**src/hdl/fuzzy_position_controller_core_assert.svh**
```systemverilog
// Assertion macros shared by the fuzzy position controller RTL.
// Each macro expands to one labeled concurrent assertion that is
// disabled while the synchronous reset is active.
`ifndef FUZZY_POSITION_CONTROLLER_CORE_ASSERT_SVH
`define FUZZY_POSITION_CONTROLLER_CORE_ASSERT_SVH

// Consequent must hold in the same cycle as the antecedent.
`define FPC_ASSERT_NOW(name, clk, rst_n, ante, cons) \
    name: assert property (@(posedge clk) disable iff (!rst_n) (ante) |-> (cons)) \
        else $error("fpc assertion failed");

// Consequent must hold in the cycle after the antecedent.
`define FPC_ASSERT_NEXT(name, clk, rst_n, ante, cons) \
    name: assert property (@(posedge clk) disable iff (!rst_n) (ante) |=> (cons)) \
        else $error("fpc assertion failed");

`endif

```
**src/hdl/fpc_pkg.sv**
```systemverilog
`timescale 1ns / 1ps
// ----------------------------------------------------------------------------
// fpc_pkg
// Shared types and constants of the fuzzy position controller.
// ----------------------------------------------------------------------------
package fpc_pkg;

    // Membership fractions: 16 bits, all ones stands for 1.0.
    localparam int          MEM_W      = 16;
    localparam logic [15:0] FULL_SCALE = 16'hFFFF;

    // Shared divider sizing.
    localparam int          DIVIS_W    = 35;
    localparam int          QUO_W      = 16;
    localparam int          STEP_W     = 5;
    localparam logic [4:0]  FRAC_STEPS = 5'd16;
    localparam logic [4:0]  QUO_STEPS  = 5'd10;

    // Configuration port.
    localparam int          CFG_IDX_W  = 3;
    localparam int          CFG_DATA_W = 20;

    typedef enum logic [CFG_IDX_W-1:0] {
        REG_TICKS_PER_UPDATE = 3'd0,
        REG_ERROR_INNER      = 3'd1,
        REG_ERROR_OUTER      = 3'd2,
        REG_RATE_INNER       = 3'd3,
        REG_RATE_OUTER       = 3'd4,
        REG_DRIVE_INNER      = 3'd5,
        REG_DRIVE_OUTER      = 3'd6,
        REG_DUTY_LIMIT       = 3'd7
    } t_reg_idx;

    typedef struct packed {
        logic [7:0]  ticks_per_update;
        logic [14:0] error_inner;
        logic [14:0] error_outer;
        logic [19:0] rate_inner;
        logic [19:0] rate_outer;
        logic [9:0]  drive_inner;
        logic [9:0]  drive_outer;
        logic [9:0]  duty_limit;
    } t_cfg;

    localparam t_cfg CFG_RESET = '{
        ticks_per_update: 8'd10,
        error_inner:      15'd10,
        error_outer:      15'd300,
        rate_inner:       20'd200,
        rate_outer:       20'd400,
        drive_inner:      10'd150,
        drive_outer:      10'd500,
        duty_limit:       10'd800
    };

    // Request to the shared divider.
    typedef struct packed {
        logic              start;
        logic [STEP_W-1:0] steps;
    } t_div_req;

endpackage

```
**src/hdl/fpc_in_if.sv**
```systemverilog
`timescale 1ns / 1ps
// ----------------------------------------------------------------------------
// fpc_in_if
// Tick channel: setpoint and encoder position with valid/ready handshake.
// ----------------------------------------------------------------------------
interface fpc_in_if;
    logic               valid;
    logic               ready;
    logic signed [15:0] setpoint;
    logic signed [15:0] position;

    modport source (output valid, output setpoint, output position, input ready);
    modport sink   (input valid, input setpoint, input position, output ready);
endinterface

```
**src/hdl/fpc_out_if.sv**
```systemverilog
`timescale 1ns / 1ps
// ----------------------------------------------------------------------------
// fpc_out_if
// Result channel: duty, direction and control value with valid/ready.
// ----------------------------------------------------------------------------
interface fpc_out_if;
    logic               valid;
    logic               ready;
    logic        [9:0]  duty;
    logic               forward;
    logic signed [10:0] control_value;

    modport source (output valid, output duty, output forward, output control_value,
                    input ready);
    modport sink   (input valid, input duty, input forward, input control_value,
                    output ready);
endinterface

```
**src/hdl/fpc_cfg_regs.sv**
```systemverilog
`timescale 1ns / 1ps
// ----------------------------------------------------------------------------
// fpc_cfg_regs
// Configuration register file, written through a plain write port.
// ----------------------------------------------------------------------------
module fpc_cfg_regs
    import fpc_pkg::*;
(
    input  logic                  i_clk,
    input  logic                  i_rst_n,
    input  logic                  i_cfg_we,
    input  logic [CFG_IDX_W-1:0]  i_cfg_idx,
    input  logic [CFG_DATA_W-1:0] i_cfg_data,
    output t_cfg                  o_cfg
);

    t_cfg r_cfg;

    // Decode the index and update the addressed field.
    always_ff @(posedge i_clk) begin
        if (!i_rst_n) begin
            r_cfg <= CFG_RESET;
        end else if (i_cfg_we) begin
            unique case (t_reg_idx'(i_cfg_idx))
                REG_TICKS_PER_UPDATE: r_cfg.ticks_per_update <= i_cfg_data[7:0];
                REG_ERROR_INNER:      r_cfg.error_inner      <= i_cfg_data[14:0];
                REG_ERROR_OUTER:      r_cfg.error_outer      <= i_cfg_data[14:0];
                REG_RATE_INNER:       r_cfg.rate_inner       <= i_cfg_data[19:0];
                REG_RATE_OUTER:       r_cfg.rate_outer       <= i_cfg_data[19:0];
                REG_DRIVE_INNER:      r_cfg.drive_inner      <= i_cfg_data[9:0];
                REG_DRIVE_OUTER:      r_cfg.drive_outer      <= i_cfg_data[9:0];
                REG_DUTY_LIMIT:       r_cfg.duty_limit       <= i_cfg_data[9:0];
            endcase
        end
    end

    assign o_cfg = r_cfg;

endmodule

```
**src/hdl/fpc_divider.sv**
```systemverilog
`timescale 1ns / 1ps
// ----------------------------------------------------------------------------
// fpc_divider
// Shared restoring divider, one quotient bit per cycle. The caller loads a
// partial remainder below the divisor and the low dividend bits MSB first.
// ----------------------------------------------------------------------------
module fpc_divider
    import fpc_pkg::*;
(
    input  logic               i_clk,
    input  logic               i_rst_n,
    input  t_div_req           i_req,
    input  logic [DIVIS_W-1:0] i_rem,
    input  logic [QUO_W-1:0]   i_low,
    input  logic [DIVIS_W-1:0] i_divisor,
    output logic               o_busy,
    output logic               o_done,
    output logic [QUO_W-1:0]   o_quo
);

    logic              r_busy;
    logic              r_done;
    logic [STEP_W-1:0] r_cnt;
    logic [DIVIS_W-1:0] r_rem;
    logic [QUO_W-1:0]  r_low;
    logic [DIVIS_W-1:0] r_div;
    logic [QUO_W-1:0]  r_quo;

    logic [DIVIS_W:0]  w_trial;
    logic [DIVIS_W:0]  w_diff;
    logic              w_fits;

    // Shift in the next dividend bit and try a subtraction.
    assign w_trial = {r_rem, r_low[QUO_W-1]};
    assign w_fits  = w_trial >= {1'b0, r_div};
    assign w_diff  = w_trial - {1'b0, r_div};

    // Step counter and status.
    always_ff @(posedge i_clk) begin
        if (!i_rst_n) begin
            r_busy <= 1'b0;
            r_done <= 1'b0;
            r_cnt  <= '0;
        end else begin
            r_done <= 1'b0;
            if (i_req.start) begin
                r_busy <= 1'b1;
                r_cnt  <= i_req.steps;
            end else if (r_busy) begin
                r_cnt <= r_cnt - 1'b1;
                if (r_cnt == STEP_W'(1)) begin
                    r_busy <= 1'b0;
                    r_done <= 1'b1;
                end
            end
        end
    end

    // Remainder, dividend and quotient shift registers.
    always_ff @(posedge i_clk) begin
        if (i_req.start) begin
            r_rem <= i_rem;
            r_low <= i_low;
            r_div <= i_divisor;
            r_quo <= '0;
        end else if (r_busy) begin
            r_rem <= w_fits ? w_diff[DIVIS_W-1:0] : w_trial[DIVIS_W-1:0];
            r_low <= {r_low[QUO_W-2:0], 1'b0};
            r_quo <= {r_quo[QUO_W-2:0], w_fits};
        end
    end

    assign o_busy = r_busy;
    assign o_done = r_done;
    assign o_quo  = r_quo;

endmodule

```
**src/hdl/fuzzy_position_controller_core.sv**
```systemverilog
`timescale 1ns / 1ps
// ----------------------------------------------------------------------------
// fuzzy_position_controller_core
// Fuzzy PD position controller with a 3x3 rule base, run by a small sequencer
// around one shared divider and one shared multiplier.
// ----------------------------------------------------------------------------
// Usage:
// Each request on i_in is one control tick with a setpoint and an encoder
// position. Every ticks_per_update-th tick runs a control update and yields
// one request on o_out (duty, forward, control_value); other ticks yield none.
// A tick that does not update is absorbed and leaves the block idle. An input
// that saturates its sets needs no division; otherwise error and derivative
// each need two 16-step divisions on the shared divider for their
// memberships. Then come two shared multiplies and, for a nonzero weight
// sum, a 10-step division for the weighted average. i_in.ready is low for the
// whole update. A finished result waits in the output register; while the
// receiver stalls, a new tick is still accepted, and the next update holds in
// its last step until the output register is free. Configuration is written
// through i_cfg_we/i_cfg_idx/i_cfg_data while the block is idle. Reset clears
// the tick count, the stored error and the output valid, and loads the
// register defaults.
// ----------------------------------------------------------------------------
`include "fuzzy_position_controller_core_assert.svh"

module fuzzy_position_controller_core
    import fpc_pkg::*;
(
    input  logic                  i_clk,
    input  logic                  i_rst_n,
    fpc_in_if.sink                i_in,
    fpc_out_if.source             o_out,
    input  logic                  i_cfg_we,
    input  logic [CFG_IDX_W-1:0]  i_cfg_idx,
    input  logic [CFG_DATA_W-1:0] i_cfg_data
);

    typedef enum logic [3:0] {
        S_IDLE, S_DER, S_FUZ, S_DIVA, S_DIVB, S_RULE,
        S_MUL1, S_MUL2, S_QDIV, S_QWAIT, S_OUT
    } t_state;

    function automatic logic [15:0] fmin(input logic [15:0] a, input logic [15:0] b);
        return (a < b) ? a : b;
    endfunction

    function automatic logic [15:0] fmax(input logic [15:0] a, input logic [15:0] b);
        return (a > b) ? a : b;
    endfunction

    t_cfg               r_cfg;
    t_state             r_state;
    logic [7:0]         r_tick;
    logic signed [16:0] r_last;
    logic signed [16:0] r_err;
    logic signed [24:0] r_der;
    logic [23:0]        r_ax;
    logic               r_neg;
    logic               r_pos;
    logic               r_phase;
    logic [15:0]        r_side;
    logic [15:0]        r_mn [2];
    logic [15:0]        r_mz [2];
    logic [15:0]        r_mp [2];
    logic [15:0]        r_r;
    logic               r_fwd;
    logic [17:0]        r_den;
    logic [42:0]        r_prod;
    logic [9:0]         r_mag;
    logic               r_out_valid;
    logic [9:0]         r_out_duty;
    logic               r_out_fwd;
    logic [10:0]        r_out_cv;

    logic [8:0]         w_tick_next;
    logic               w_update;
    logic signed [16:0] w_err;
    logic [17:0]        w_diff;
    logic [24:0]        w_diff_ext;
    logic [24:0]        w_der;
    logic [16:0]        w_err_abs;
    logic [24:0]        w_der_abs;
    logic [19:0]        w_inner;
    logic               w_ax_ge;
    logic [19:0]        w_frac_num;
    logic [35:0]        w_scaled;
    logic [34:0]        w_qdivisor;
    logic [15:0]        w_rn;
    logic [15:0]        w_rz;
    logic [15:0]        w_rp;
    logic [26:0]        w_o_fs;
    logic [26:0]        w_mul_b;
    logic [42:0]        w_mul;
    t_div_req           w_div_req;
    logic [DIVIS_W-1:0] w_div_rem;
    logic [QUO_W-1:0]   w_div_low;
    logic [DIVIS_W-1:0] w_div_divisor;
    logic               w_div_busy;
    logic               w_div_done;
    logic [QUO_W-1:0]   w_div_quo;
    logic               w_out_load;
    logic               w_in_take;
    logic               w_div_wait;
    logic               w_cv_pos;

    // Configuration registers.
    fpc_cfg_regs u_cfg (
        .i_clk      (i_clk),
        .i_rst_n    (i_rst_n),
        .i_cfg_we   (i_cfg_we),
        .i_cfg_idx  (i_cfg_idx),
        .i_cfg_data (i_cfg_data),
        .o_cfg      (r_cfg)
    );

    // Tick divider decision.
    assign w_tick_next = {1'b0, r_tick} + 9'd1;
    assign w_update    = w_tick_next >= {1'b0, r_cfg.ticks_per_update};

    // Error, and derivative as 100 times the error change (64 + 32 + 4).
    assign w_err      = {i_in.setpoint[15], i_in.setpoint} - {i_in.position[15], i_in.position};
    assign w_diff     = {r_err[16], r_err} - {r_last[16], r_last};
    assign w_diff_ext = {{7{w_diff[17]}}, w_diff};
    assign w_der      = (w_diff_ext << 6) + (w_diff_ext << 5) + (w_diff_ext << 2);
    assign w_err_abs  = r_err[16] ? (17'd0 - r_err) : r_err;
    assign w_der_abs  = r_der[24] ? (25'd0 - r_der) : r_der;

    // Fuzzification operands for the variable in work.
    assign w_inner    = r_phase ? r_cfg.rate_inner : {5'd0, r_cfg.error_inner};
    assign w_ax_ge    = r_ax >= {4'd0, w_inner};
    assign w_frac_num = (r_state == S_FUZ) ? r_ax[19:0] : (w_inner - r_ax[19:0]);
    assign w_scaled   = {w_frac_num, 16'd0} - {16'd0, w_frac_num};

    // Weighted-average divisor: 2 * full scale * weight sum.
    assign w_qdivisor = ({17'd0, r_den} << 17) - ({17'd0, r_den} << 1);

    // Rule base: min for AND, max for OR.
    assign w_rn = fmax(fmin(r_mn[1], r_mn[0]), fmin(r_mz[1], r_mn[0]));
    assign w_rz = fmax(fmax(fmax(fmin(r_mp[1], r_mn[0]), fmin(r_mn[1], r_mz[0])),
                            fmax(fmin(r_mz[1], r_mz[0]), fmin(r_mp[1], r_mz[0]))),
                       fmin(r_mn[1], r_mp[0]));
    assign w_rp = fmax(fmin(r_mz[1], r_mp[0]), fmin(r_mp[1], r_mp[0]));

    // Shared multiplier: strength times inner breakpoint, then strength
    // times (that product plus outer breakpoint times full scale).
    assign w_o_fs  = ({17'd0, r_cfg.drive_outer} << 16) - {17'd0, r_cfg.drive_outer};
    assign w_mul_b = (r_state == S_MUL2) ? ({1'b0, r_prod[25:0]} + w_o_fs)
                                         : {17'd0, r_cfg.drive_inner};
    assign w_mul   = {27'd0, r_r} * {16'd0, w_mul_b};

    // The finished result moves to the output register once it is free.
    assign w_out_load = (r_state == S_OUT) && (!r_out_valid || o_out.ready);

    // Divider requests and operand selection.
    always_comb begin
        w_div_req.start = ((r_state == S_FUZ) && !w_ax_ge)
                       || ((r_state == S_DIVA) && w_div_done)
                       || ((r_state == S_QDIV) && (r_den != 18'd0));
        w_div_req.steps = (r_state == S_QDIV) ? QUO_STEPS : FRAC_STEPS;
        if (r_state == S_QDIV) begin
            w_div_rem     = {2'd0, r_prod[42:10]};
            w_div_low     = {r_prod[9:0], 6'd0};
            w_div_divisor = w_qdivisor;
        end else begin
            w_div_rem     = {15'd0, w_scaled[35:16]};
            w_div_low     = w_scaled[15:0];
            w_div_divisor = {15'd0, w_inner};
        end
    end

    fpc_divider u_div (
        .i_clk     (i_clk),
        .i_rst_n   (i_rst_n),
        .i_req     (w_div_req),
        .i_rem     (w_div_rem),
        .i_low     (w_div_low),
        .i_divisor (w_div_divisor),
        .o_busy    (w_div_busy),
        .o_done    (w_div_done),
        .o_quo     (w_div_quo)
    );

    // Sequencer with its datapath and output registers.
    always_ff @(posedge i_clk) begin
        if (!i_rst_n) begin
            r_state     <= S_IDLE;
            r_tick      <= '0;
            r_last      <= '0;
            r_phase     <= 1'b0;
            r_out_valid <= 1'b0;
        end else begin
            if (w_out_load) begin
                r_out_valid <= 1'b1;
            end else if (r_out_valid && o_out.ready) begin
                r_out_valid <= 1'b0;
            end
            unique case (r_state)
                S_IDLE: begin
                    if (i_in.valid) begin
                        if (w_update) begin
                            r_tick  <= '0;
                            r_err   <= w_err;
                            r_state <= S_DER;
                        end else begin
                            r_tick <= w_tick_next[7:0];
                        end
                    end
                end
                S_DER: begin
                    r_der   <= signed'(w_der);
                    r_last  <= r_err;
                    r_ax    <= {7'd0, w_err_abs};
                    r_neg   <= r_err[16];
                    r_pos   <= !r_err[16] && (r_err != 17'sd0);
                    r_phase <= 1'b0;
                    r_state <= S_FUZ;
                end
                S_FUZ: begin
                    // A saturated input needs no division.
                    if (w_ax_ge) begin
                        r_mn[r_phase] <= r_neg ? FULL_SCALE : 16'd0;
                        r_mz[r_phase] <= 16'd0;
                        r_mp[r_phase] <= r_pos ? FULL_SCALE : 16'd0;
                        if (r_phase) begin
                            r_state <= S_RULE;
                        end else begin
                            r_ax    <= w_der_abs[23:0];
                            r_neg   <= r_der[24];
                            r_pos   <= !r_der[24] && (r_der != 25'sd0);
                            r_phase <= 1'b1;
                        end
                    end else begin
                        r_state <= S_DIVA;
                    end
                end
                S_DIVA: begin
                    if (w_div_done) begin
                        r_side  <= w_div_quo;
                        r_state <= S_DIVB;
                    end
                end
                S_DIVB: begin
                    if (w_div_done) begin
                        r_mn[r_phase] <= r_neg ? r_side : 16'd0;
                        r_mz[r_phase] <= w_div_quo;
                        r_mp[r_phase] <= r_pos ? r_side : 16'd0;
                        if (r_phase) begin
                            r_state <= S_RULE;
                        end else begin
                            r_ax    <= w_der_abs[23:0];
                            r_neg   <= r_der[24];
                            r_pos   <= !r_der[24] && (r_der != 25'sd0);
                            r_phase <= 1'b1;
                            r_state <= S_FUZ;
                        end
                    end
                end
                S_RULE: begin
                    // Negative and positive strengths never both hold.
                    r_r     <= w_rn | w_rp;
                    r_fwd   <= w_rp != 16'd0;
                    r_den   <= {2'd0, w_rn} + {2'd0, w_rz} + {2'd0, w_rp};
                    r_state <= S_MUL1;
                end
                S_MUL1: begin
                    r_prod  <= w_mul;
                    r_state <= S_MUL2;
                end
                S_MUL2: begin
                    r_prod  <= w_mul;
                    r_state <= S_QDIV;
                end
                S_QDIV: begin
                    if (r_den == 18'd0) begin
                        r_mag   <= '0;
                        r_fwd   <= 1'b0;
                        r_state <= S_OUT;
                    end else begin
                        r_state <= S_QWAIT;
                    end
                end
                S_QWAIT: begin
                    if (w_div_done) begin
                        r_mag   <= w_div_quo[9:0];
                        r_state <= S_OUT;
                    end
                end
                S_OUT: begin
                    if (w_out_load) begin
                        r_out_duty  <= (r_mag > r_cfg.duty_limit) ? r_cfg.duty_limit : r_mag;
                        r_out_fwd   <= r_fwd && (r_mag != 10'd0);
                        r_out_cv    <= r_fwd ? {1'b0, r_mag} : (11'd0 - {1'b0, r_mag});
                        r_state     <= S_IDLE;
                    end
                end
                default: r_state <= S_IDLE;
            endcase
        end
    end

    // Port drive.
    assign i_in.ready          = (r_state == S_IDLE);
    assign o_out.valid         = r_out_valid;
    assign o_out.duty          = r_out_duty;
    assign o_out.forward       = r_out_fwd;
    assign o_out.control_value = signed'(r_out_cv);

    // Terms used by the checks below.
    assign w_in_take  = i_in.valid && i_in.ready;
    assign w_div_wait = (r_state == S_DIVA) || (r_state == S_DIVB) || (r_state == S_QWAIT);
    assign w_cv_pos   = !r_out_cv[10] && (r_out_cv != 11'd0);

    // A tick that does not update leaves the block ready.
    `FPC_ASSERT_NEXT(a_skip_tick_idle, i_clk, i_rst_n, w_in_take && !w_update, r_state == S_IDLE)
    // Forward direction only with a positive control value.
    `FPC_ASSERT_NOW(a_forward_sign, i_clk, i_rst_n, o_out.valid && o_out.forward, w_cv_pos)
    // The duty never exceeds its limit.
    `FPC_ASSERT_NOW(a_duty_limit, i_clk, i_rst_n, o_out.valid, o_out.duty <= r_cfg.duty_limit)
    // Divider results arrive only while the sequencer waits for them.
    `FPC_ASSERT_NOW(a_div_done_wait, i_clk, i_rst_n, w_div_done, w_div_wait)
    // The divider is never restarted while it runs.
    `FPC_ASSERT_NOW(a_div_no_overlap, i_clk, i_rst_n, w_div_req.start, !w_div_busy)

endmodule

```
**src/flat_wrapper.sv**
```systemverilog
// flat-port wrapper written by rule: the top's interface ports become plain ports
module fuzzy_position_controller_core_flat import fpc_pkg::*;
  (i_clk, i_rst_n, i_cfg_we, i_cfg_idx, i_cfg_data, i_in_valid, i_in_setpoint, i_in_position, i_in_ready, o_out_valid, o_out_duty, o_out_forward, o_out_control_value, o_out_ready);
  fpc_in_if i_in_i ();
  fpc_out_if o_out_i ();
  input  logic i_clk;
  input  logic i_rst_n;
  input  logic i_cfg_we;
  input  logic [CFG_IDX_W-1:0] i_cfg_idx;
  input  logic [CFG_DATA_W-1:0] i_cfg_data;
  input wire logic [$bits(i_in_i.valid)-1:0] i_in_valid;
  input wire logic [$bits(i_in_i.setpoint)-1:0] i_in_setpoint;
  input wire logic [$bits(i_in_i.position)-1:0] i_in_position;
  output wire logic [$bits(i_in_i.ready)-1:0] i_in_ready;
  output wire logic [$bits(o_out_i.valid)-1:0] o_out_valid;
  output wire logic [$bits(o_out_i.duty)-1:0] o_out_duty;
  output wire logic [$bits(o_out_i.forward)-1:0] o_out_forward;
  output wire logic [$bits(o_out_i.control_value)-1:0] o_out_control_value;
  input wire logic [$bits(o_out_i.ready)-1:0] o_out_ready;
  assign i_in_i.valid = i_in_valid;
  assign i_in_i.setpoint = i_in_setpoint;
  assign i_in_i.position = i_in_position;
  assign i_in_ready = i_in_i.ready;
  assign o_out_valid = o_out_i.valid;
  assign o_out_duty = o_out_i.duty;
  assign o_out_forward = o_out_i.forward;
  assign o_out_control_value = o_out_i.control_value;
  assign o_out_i.ready = o_out_ready;
  fuzzy_position_controller_core u_core (.i_clk(i_clk), .i_rst_n(i_rst_n), .i_in(i_in_i), .o_out(o_out_i), .i_cfg_we(i_cfg_we), .i_cfg_idx(i_cfg_idx), .i_cfg_data(i_cfg_data));
endmodule
```
**config.mk**
```make
export PLATFORM = sky130hd
export DESIGN_NAME = fuzzy_position_controller_core_flat
export DESIGN_NICKNAME = d
export VERILOG_FILES = /design/src/hdl/fpc_pkg.sv /design/src/hdl/fpc_in_if.sv /design/src/hdl/fpc_out_if.sv /design/src/hdl/fpc_cfg_regs.sv /design/src/hdl/fpc_divider.sv /design/src/hdl/fuzzy_position_controller_core.sv /design/src/flat_wrapper.sv
export VERILOG_INCLUDE_DIRS = /design/src /design/src/hdl
export SDC_FILE = /design/constraint.sdc
export NUM_CORES = 2
export LEC_CHECK = 0
export ABC_AREA = 1
export BUFFER_PORTS_ARGS = -buffer_cell sky130_fd_sc_hd__buf_2
export CAP_MARGIN = 20
export CORE_ASPECT_RATIO = 1.1
export CORE_MARGIN = 5
export CORE_UTILIZATION = 58
export CTS_CLUSTER_DIAMETER = 200
export DETAILED_ROUTE_END_ITERATION = 7
export PLACE_DENSITY_LB_ADDON = 0.3
export SKIP_CTS_REPAIR_TIMING = 1
export SLEW_MARGIN = 20
export SYNTH_ARGS = -nofsm -noshare
export SYNTH_HDL_FRONTEND = slang
export SYNTH_SLANG_ARGS = --single-unit
```
**constraint.sdc**
```tcl
create_clock -name i_clk -period 20.9 [get_ports i_clk]
set_clock_uncertainty 0.1 [all_clocks]
set_input_delay 2.09 -clock i_clk [delete_from_list [all_inputs] [get_ports i_clk]]
set_output_delay 2.09 -clock i_clk [all_outputs]
set_load 0.02 [all_outputs]
```
==> impl_metrics.tcl <==
set metrics [dict create \
    ys.flop_type "edfxtp_1" \
    synth-seq-cells 501 \
    wirelength_um 163000 \
    mostFrequentLayoutCells "nand2_1 (1288), inv_1 (1121), ha_1 (579)" \
    syn_area_per_cell_um2 7.91 \
    clock_latency_ns 0.67 \
    die_h_um 325 \
    syn_area_mm2 0.0524 \
    grt_pass1_wl_um 252000 \
    p_leak_nw 26.2 \
    dp_hpwl_um 128000 \
    start_util 0.586 \
    layout_commonest_cell "nand2_1" \
    place_area_mm2 0.0540 \
    drc 0 \
    crit_top_cell "nand2_1" \
    final_antenna_net_count 0 \
    cts_tree "done" \
    async_flop_share 0 \
    nNetsFinal 7629 \
    period_share 0.618 \
    grt_setup_unrepaired "no" \
    critical_path_class "reg2reg" \
    grt_max_degree 95 \
    grt_overflow_total 0 \
    arrival_ns 13.17 \
    yosysSeqAreaShare 0.263 \
    finalInstanceArea_mm2 0.0559 \
    switchingPower_w 0.00215 \
    num_vias 45800 \
    cts_made_buffers 55 \
    track_usage 0.334 \
    numPortBuffers 83 \
    design.core.area_mm2 0.0895 \
    firstDrtPassIters 7 \
    io_pins 84 \
    routed_via_density 5.85 \
    grt_pass1_vias 45100 \
    synthDistinctLibCells 68 \
    fp.dieW_um 297 \
    critical-path-slowest-cell "nand2_1" \
    fin_tns_setup_ns 0 \
    antenna_found_initial 4 \
    final_util 0.624 \
    worst_slew_pin_slew_ns 1.22 \
    netlist_instances 6623 \
    critPathMaxFanout 33 \
    cts.sinks 501 \
    slew_violations 0 \
    fmax_mhz 77.4 \
    worstHoldPathType "reg2reg" \
    internal-power_w 0.00294 \
    setup_violations 0 \
    cp-start-kind "flip-flop" \
    h-tree-depth 2 \
    status "complete, no violations" \
    min_period_ns 12.92 \
    powerDensity_mw_per_mm2 91.1 \
    drive_gt1_frac 0.0576 \
    slowest_delay_ns 0.65 \
    drt_iter0_markers 3950 \
    rows 115 \
    synth_edf_count 374 \
    wl_per_cell_um 20.7 \
    endpoint_kind "flip-flop" \
    syn2layout_area_growth_pct 6.64 \
    cts_max_path_buffers 3 \
    cp.required_ns 21.15 \
    path_clk_slew_ns 0.07 \
    hold_viol_final 0 \
    whs_ns 0.354 \
    dieArea_mm2 0.0965 \
    root_buffer "clkbuf_16" \
    power_frac_seq 0.287 \
    ir_worst_vdd_uv 107 \
    gp_congestion 1.03 \
    switching_share 0.422 \
    combPwrFrac 0.512 \
    maxSlewHeadroom 0.184 \
    synth_fp_nets 7634 \
    drv_cap 0 \
    p_clk_frac 0.201 \
    yosys_warnings 0 \
]
routing by layer:
| layer | track usage | wire length (µm) | vias to the layer above |
|---|---|---|---|
| li1 | - | - | 21600 |
| met1 | 0.421 | 62800 | 21600 |
| met2 | 0.544 | 74700 | 2018 |
| met3 | 0.0570 | 13700 | 560 |
| met4 | 0.186 | 11300 | 6 |
| met5 | 0 | 43 | - |
cell usage after synthesis, types with 6 or more instances:
| master | number | area share |
|---|---|---|
| a31oi_1 | 46 | 0.0055 |
| inv_2 | 23 | 0.0016 |
| xor2_1 | 132 | 0.022 |
| nor2_1 | 532 | 0.038 |
| a21o_1 | 16 | 0.0023 |
| or2_1 | 21 | 0.0025 |
| inv_1 | 1123 | 0.080 |
| o21ai_0 | 455 | 0.043 |
| buf_1 | 11 | 0.00079 |
| nor2_2 | 9 | 0.0011 |
| nand2_1 | 1289 | 0.092 |
| nor2_4 | 7 | 0.0015 |
| nand4_1 | 96 | 0.011 |
| nand3b_1 | 9 | 0.0013 |
| clkinv_1 | 7 | 0.00050 |
| o221ai_1 | 9 | 0.0015 |
| edfxtp_1 | 374 | 0.21 |
| o21ai_2 | 9 | 0.0015 |
| o22ai_1 | 10 | 0.0012 |
| xnor2_1 | 73 | 0.012 |
| o21ai_1 | 51 | 0.0049 |
| o21a_1 | 36 | 0.0052 |
| a21oi_1 | 425 | 0.041 |
| a21boi_0 | 6 | 0.00086 |
| o21bai_1 | 14 | 0.0020 |
| dfxtp_1 | 127 | 0.049 |
| clkbuf_1 | 166 | 0.012 |
| nor4_1 | 19 | 0.0023 |
| buf_2 | 20 | 0.0019 |
| o31ai_1 | 9 | 0.0013 |
| a211oi_1 | 33 | 0.0047 |
| nand2_2 | 7 | 0.00084 |
| nor3_1 | 58 | 0.0055 |
| and2_1 | 28 | 0.0033 |
| a22oi_1 | 16 | 0.0023 |
| a221oi_1 | 8 | 0.0013 |
| nand3_1 | 243 | 0.023 |
| o211ai_1 | 44 | 0.0063 |
| ha_1 | 579 | 0.14 |
| fa_1 | 372 | 0.14 |
| or2_2 | 55 | 0.0066 |
per-stage QoR:
step / instances / setup WS (ns) / power (W)
final: 7838 / 7.98 / 0.00509
after global routing: 7835 / 6.94 / 0.00551
after CTS: 7835 / 7.87 / 0.00508
after detailed placement: 7731 / 8.02 / 0.00404
after global placement: 7731 / 8.19 / 0.00398
after floorplan: 6623 / 11.29 / 0.00346
kinds of logic (layout without fill, tap and decap cells):
| group | after synthesis | after routing | share of synthesized area |
|---|---|---|---|
| AND/OR/NAND/NOR | 2396 | 2396 | 0.194 |
| buffers and inverters | 1356 | 1398 | 0.0983 |
| AO/OA/AOI/OAI | 1213 | 1213 | 0.130 |
| adder cells (fa/ha/maj) | 951 | 951 | 0.280 |
| flip-flops | 501 | 501 | 0.263 |
| XOR/XNOR | 205 | 205 | 0.0343 |
| multiplexers | 1 | 1 | 0.000191 |
| other | 0 | 3 | 0 |
registers in the layout, indices dropped and copies added (netlist names), 17 cells and up:
register,count
u_core.r_den,18
u_core.u_div.r_rem,35
u_core.r_err,17
u_core.r_prod,43
u_core.r_der,23
u_core.r_last,17
u_core.r_ax,24
u_core.r_mz,32
u_core.u_cfg.o_cfg,73
u_core.r_mp,32
u_core.u_div.r_div,35
u_core.r_mn,32
final timing paths:
check	end	depth (start not counted)	start	slack, ns
min reg2reg	u_core.r_side[15]$_DFFE_PP_	0	u_core.u_div.o_quo[15]$_SDFFE_PN0P_	0.35
max	u_core.r_den[16]$_DFFE_PP_	59	u_core.r_mz[1][15]$_DFFE_PP_	7.98
max reg2reg	u_core.r_den[16]$_DFFE_PP_	59	u_core.r_mz[1][15]$_DFFE_PP_	7.98
min	u_core.r_side[15]$_DFFE_PP_	0	u_core.u_div.o_quo[15]$_SDFFE_PN0P_	0.35
critical path, delay by kind of cell (launching register included):
family | cells | cell delay [ns]
and+or+nand+nor | 25 | 4.52
AOI/OAI and AO/OA | 21 | 4.01
adders and majority gates | 6 | 2.06
buffers and inverters | 5 | 1.12
DFF | 1 | 0.48
xor gates and xnor gates | 2 | 0.28
final cells by class:
type                            instances  area (µm²)
Inverter                             1153        4330
Sequential cell                       501       13800
Timing Repair Buffer                  141         851
Clock buffer                           72        1510
Clock inverter                         32         368
Tap cell                             1170        1460
Fill cell                            7888       33600
Multi-Input combinational cell       4766       33600
Antenna cell                            3        7.51
power by group through the flow:
stage               Combinational (W)  Clock [W]  Sequential [W]
floorplan                     0.00201          0         0.00145
global placement              0.00251          0         0.00147
detailed placement            0.00256          0         0.00148
CTS                           0.00258    0.00104         0.00146
global route                  0.00295    0.00108         0.00147
finish                        0.00261    0.00102         0.00146
Power figures use the tool's default switching activity.
